[config.mk]
export PLATFORM = sky130hd
export DESIGN_NAME = sarc_hash
export DESIGN_NICKNAME = d
export VERILOG_FILES = /design/src/hw/rtl/sarc_pkg.sv /design/src/hw/rtl/sarc_hash.sv
export SDC_FILE = /design/constraint.sdc
export NUM_CORES = 2
export LEC_CHECK = 0
export BUFFER_PORTS_ARGS = -buffer_cell sky130_fd_sc_hd__buf_2
export CORE_UTILIZATION = 49
export CTS_CLUSTER_SIZE = 14
export DETAILED_ROUTE_END_ITERATION = 16
export GPL_TIMING_DRIVEN = 0
export PLACE_DENSITY = 0.73
export SETUP_SLACK_MARGIN = 0.2
export SYNTH_ARGS = -nofsm -noshare
export SYNTH_HDL_FRONTEND = slang
export SYNTH_SLANG_ARGS = --single-unit
[constraint.sdc]
create_clock -name clk -period 11.45 [get_ports clk]
set_input_delay 2.29 -clock clk [delete_from_list [all_inputs] [get_ports clk]]
set_output_delay 2.29 -clock clk [all_outputs]
set_load 0.005 [all_outputs]
[src/hw/rtl/sarc_pkg.sv]
// Shared types and constants for the set-associative row cache.
// No dependencies; imported by sarc_hash, set_assoc_row_cache_top, row_cache_checker and tb.
package sarc_pkg;

  localparam int MAX_SETS  = 1024;
  localparam int NUM_WAYS  = 8;              // power of two: victim pointer wraps naturally
  localparam int ROW_SIZE_BYTES = 8;
  localparam int SET_W     = $clog2(MAX_SETS);
  localparam int WAY_W     = $clog2(NUM_WAYS);
  localparam int SLOTS     = MAX_SETS * NUM_WAYS;
  localparam int SLOT_W    = SET_W + WAY_W;
  localparam int KEY_W     = 32;
  localparam int ROW_W     = 64;
  localparam int CFG_W     = 11;
  localparam int CNT_W     = 14;

  localparam int HASH_W     = 64;
  localparam int HASH_SHIFT = 29;
  localparam int RADIX_BITS = 4;
  localparam int DIGITS     = HASH_W / RADIX_BITS;
  localparam int DIG_W      = $clog2(DIGITS);

  localparam logic [HASH_W-1:0] HASH_MUL  = 64'h9E37_79B9_7F4A_7C15;
  localparam logic [KEY_W-1:0]  EMPTY_KEY = 32'hFFFF_FFFF;
  localparam logic [ROW_W-1:0]  ROW_MASK  =
    (ROW_SIZE_BYTES >= 8) ? {ROW_W{1'b1}} : ((ROW_W'(1) << (ROW_SIZE_BYTES * 8)) - ROW_W'(1));

  localparam logic CMD_LOOKUP = 1'b0;
  localparam logic CMD_INSERT = 1'b1;

  // One memory row per set: all way keys plus the round-robin pointer.
  typedef struct packed {
    logic [WAY_W-1:0]                victim;
    logic [NUM_WAYS-1:0][KEY_W-1:0]  keys;
  } set_row_t;

  typedef enum logic [2:0] {
    ST_CLEAR,
    ST_IDLE,
    ST_HASH,
    ST_TAG,
    ST_DONE
  } cache_st_t;

  typedef enum logic [2:0] {
    H_IDLE,
    H_MLO,
    H_MHI,
    H_FOLD,
    H_DIV
  } hash_st_t;

endpackage

[src/hw/rtl/sarc_hash.sv]
// Key-to-set hash: 64-bit multiplicative hash, shift-xor fold, then
// remainder by the set count (radix-16, four restoring bit steps a cycle). Uses sarc_pkg.
module sarc_hash
  import sarc_pkg::*;
(
  input  logic             clk,
  input  logic             rst,
  input  logic             start,
  input  logic [KEY_W-1:0] key,
  input  logic [CFG_W-1:0] divisor,
  output logic             done,
  output logic [SET_W-1:0] set_idx
);

  hash_st_t            state, state_next;
  logic [KEY_W-1:0]    key_q;
  logic [HASH_W-1:0]   prod_lo;
  logic [KEY_W-1:0]    prod_hi;
  logic [HASH_W-1:0]   dividend;
  logic [DIG_W-1:0]    digit_cnt;
  logic [KEY_W-1:0]    mul_op;
  logic [HASH_W-1:0]   mul_res;
  logic [HASH_W-1:0]   hash_sum;
  logic [SET_W-1:0]    rem_step;
  logic                last_digit;

  // Next state
  always_comb begin
    state_next = state;
    case (state)
      H_IDLE:  if (start) state_next = H_MLO;
      H_MLO:   state_next = H_MHI;
      H_MHI:   state_next = H_FOLD;
      H_FOLD:  state_next = H_DIV;
      H_DIV:   if (last_digit) state_next = H_IDLE;
      default: state_next = H_IDLE;
    endcase
  end

  // Datapath controls: one shared 32x32 multiplier
  always_comb begin
    case (state)
      H_MHI:   mul_op = HASH_MUL[HASH_W-1:KEY_W];
      default: mul_op = HASH_MUL[KEY_W-1:0];
    endcase
    last_digit = (digit_cnt == DIG_W'(DIGITS - 1));
  end

  assign mul_res  = HASH_W'(key_q) * HASH_W'(mul_op);
  assign hash_sum = prod_lo + {prod_hi, {KEY_W{1'b0}}};

  // Four restoring remainder steps per cycle
  always_comb begin
    logic [CFG_W-1:0] r;
    logic [CFG_W-1:0] t;
    r = CFG_W'(set_idx);
    for (int i = 0; i < RADIX_BITS; i++) begin
      t = {r[SET_W-1:0], dividend[HASH_W-1-i]};
      if (t >= divisor) r = t - divisor;
      else              r = t;
    end
    rem_step = r[SET_W-1:0];
  end

  always_ff @(posedge clk) begin
    if (rst) begin
      state <= H_IDLE;
      done  <= 1'b0;
    end else begin
      state <= state_next;
      done  <= (state == H_DIV) && last_digit;
    end
  end

  always_ff @(posedge clk) begin
    case (state)
      H_IDLE: begin
        if (start) key_q <= key;
      end
      H_MLO: prod_lo <= mul_res;
      H_MHI: prod_hi <= mul_res[KEY_W-1:0];
      H_FOLD: begin
        dividend  <= hash_sum ^ (hash_sum >> HASH_SHIFT);
        set_idx   <= '0;
        digit_cnt <= '0;
      end
      H_DIV: begin
        dividend  <= dividend << RADIX_BITS;
        set_idx   <= rem_step;
        digit_cnt <= digit_cnt + DIG_W'(1);
      end
      default: ;
    endcase
  end

endmodule

==> impl_metrics.yaml <==
sta:
  max_slew_margin: 0.3247
  fin_crit_ns: 10.54
  hold_viol: 0
  whs_ns: 0.5181
  finalSetupViolCount: 0
  fmax_mhz: 94.88
  finalCritPeriodShare: 0.9205
  tightest_slew_ns: 1.010
  skew_ns: 0.01506
  setup_tns_ns: 0
  rsz0062_at_grt: "no"
  slew_violations: 0
die:
  fp.coreArea_mm2: 0.07185
  dieArea_mm2: 0.07402
  num_rows: 98
  die_w_um: 272.1
  pin_count: 57
  die_y_um: 272.1
  start_util: 0.4974
placement:
  place_congestion: 1.025
  place_area_mm2: 0.03749
  detailed_place_hpwl_um: 82400
  place_inst: 4528
  portBuffers: 56
worst_setup_path:
  crit_path_end_kind: "flop"
  r2r_start: "state[2]"
  cp_slowest_cell: "mux2i_2"
  crit_required_ns: 11.83
  worstPathArrival_ns: 10.92
  slowest_delay_ns: 0.38
  critical_path_class: "input port to flop"
  cp_common_cell: "ha_1"
  cp_max_fo: 10
  rrSetupSlack_ns: 1.36
  critPathLaunchType: "input port"
  worst_r2r_path_depth: 32
  r2r_end: "prod_lo[62]"
global_routing:
  antenna_found_initial: 1
  grt_max_degree: 72
  grt_overflow: 0
  grt_pass1_vias: 25320
  grt_pass1_wl_um: 145000
  track_usage: 0.2612
route:
  finalWirelength_um: 94810
  drc: 0
  routedWlPerCell_um: 20.71
  vias: 24520
  routed_via_density: 5.356
  detail-route-antenna-nets: 0
  first_iter_violations: 2084
  dr.pass1.iters: 6
clocking:
  clkTransAtPathRegs_ns: 0.06
  h-tree-depth: 1
  cts_root_buf: "clkbuf_16"
  cts_buffers: 25
  holdBufCountCts: 0
  cts_tree: "yes"
  clkLatencyLatePin_ns: 0.60
  cts_buffer_depth: 3
  clkSinkCount: 210
synth:
  netlist_area_mm2: 0.03574
  synth-seq-cells: 210
  synth_area_leader_cell: "fa_1"
  seq_area_frac_synth: 0.1753
  yosys.area.top_type_share: 0.3490
  avgSynthCellArea_um2: 10.28
  synth_edf_count: 206
  netlist_top_cells_area: "fa_1 35%, ha_1 19%, edfxtp_1 17%, inv_1 8.9%, nand2_1 3.6%"
  synth_most_common_cell: "inv_1"
  synth.distinct_cells: 83
  synth-async-reset-ratio: 0
  synthTopCellsByCount: "846 x inv_1, 623 x fa_1, 533 x ha_1, 338 x nand2_1, 206 x edfxtp_1"
  synth_cells: 3478
  ys.flop_type: "edfxtp_1"
  ys_warn_count: 0
cells_and_area:
  finalNetCount: 4810
  final_area_mm2: 0.03839
  syn_to_final_growth_pct: 7.419
  final_cells: 4578
  drive_gt1_frac: 0.05128
min_path:
  hold_end: "dividend[37]"
  min_from: "dividend[33]"
  hold_class: "flop to flop"
  worstHoldPathCells: 2
job:
  drv_cap: 0
outcome:
  outcome: "finished clean"
-- timing repair --
item                                    CTS  global route
buffers inserted                          0             3
gates resized for setup                   0            10
hold endpoints to repair                  0             0
endpoints found under the setup margin    0            10
-- cell usage in the layout, fill, tap and decap left out, drive strengths merged, types with 5 or more instances in the layout --
| cell type | netlist | layout |
|---|---|---|
| o21bai | 26 | 26 |
| a21o | 40 | 40 |
| a211o | 5 | 5 |
| conb | 2 | 34 |
| ha | 533 | 533 |
| nor3b | 5 | 5 |
| o21ai | 108 | 108 |
| xor2 | 49 | 49 |
| edfxtp | 206 | 206 |
| a211oi | 19 | 19 |
| or3 | 8 | 8 |
| fa | 623 | 623 |
| a21oi | 132 | 132 |
| a31o | 6 | 6 |
| o31ai | 8 | 8 |
| inv | 846 | 850 |
| nor2b | 19 | 19 |
| and2 | 8 | 8 |
| clkinv | 0 | 9 |
| nor3 | 24 | 24 |
| a31oi | 12 | 12 |
| mux2 | 16 | 16 |
| o221ai | 5 | 5 |
| nand2 | 341 | 341 |
| nand4 | 22 | 22 |
| or2 | 5 | 5 |
| and3 | 13 | 13 |
| o211ai | 8 | 8 |
| xnor2 | 104 | 104 |
| clkinvlp | 0 | 5 |
| nand3 | 26 | 26 |
| clkbuf | 87 | 113 |
| nand2b | 9 | 9 |
| buf | 8 | 79 |
| nor2 | 97 | 97 |
| mux2i | 5 | 5 |
-- layout make-up --
cell class / instances / area, µm²
Timing Repair Buffer: 71 / 451.7
Clock buffer: 26 / 629.4
Antenna cell: 1 / 2.502
Tap cell: 950 / 1189
Sequential cell: 210 / 6266
Buffer: 95 / 387.9
Fill cell: 6399 / 33470
Inverter: 846 / 3179
Clock inverter: 20 / 193.9
Multi-Input combinational cell: 2359 / 26090
-- through the flow --
| step | setup slack (ns) | util |
|---|---|---|
| after floorplan | 1.731 | - |
| after global placement | 0.002336 | 0.5195 |
| final | 0.9108 | 0.5343 |
| after CTS | 0.4456 | 0.5333 |
| after detailed placement | -0.1496 | 0.5218 |
| after global routing | 0.2481 | 0.5343 |
-- kinds of logic after synthesis --
group / after synthesis / share of synthesized area
other: 2 / 0.0002101
AOI/OAI and AO/OA: 408 / 0.07300
muxes: 21 / 0.006442
xor gates and xnor gates: 154 / 0.03816
buffers and inverters: 941 / 0.09964
and+or+nand+nor: 586 / 0.07160
adders and majority gates: 1156 / 0.5356
DFF: 210 / 0.1753
-- flip-flops by register name (all words and copies together) (netlist names) --
signal,cells
prod_lo,64
done,1
state,3
prod_hi,32
key_q,32
set_idx,10
dividend,64
digit_cnt,4
-- how the worst max path moves through the flow --
| stage | slack, ns | startpoint | to | cells after the start |
|---|---|---|---|---|
| 2_1_floorplan | 1.73 | divisor[1] | set_idx[8] | 35 |
| 3_3_place_gp | 0.002 | state[2] | prod_lo[62] | 30 |
| 3_5_place_dp | -0.15 | divisor[1] | set_idx[8] | 36 |
| 4_1_cts | 0.45 | divisor[1] | set_idx[8] | 36 |
| 5_1_grt | 0.25 | divisor[1] | set_idx[6] | 37 |
| 6_report | 0.91 | divisor[1] | set_idx[6] | 37 |
-- per-layer routing --
metal	GRT usage	share of wire	up-vias
li1	-	-	11250
met1	0.3530	0.41	12180
met2	0.4175	0.47	886
met3	0.04955	0.078	197
met4	0.09979	0.043	0
met5	0	0	-
-- critical path: cells and delay by family --
family | cells | cell delay (ns)
buffers and inverters | 6 | 1.05
adders and majority gates | 4 | 1.32
muxes | 2 | 0.74
and+or+nand+nor | 4 | 0.62
AOI/OAI and AO/OA | 21 | 4.87
Power is left out: the tool's default activity adds up to more than one toggle a clock period on the data nets, which glitch-free logic cannot reach.
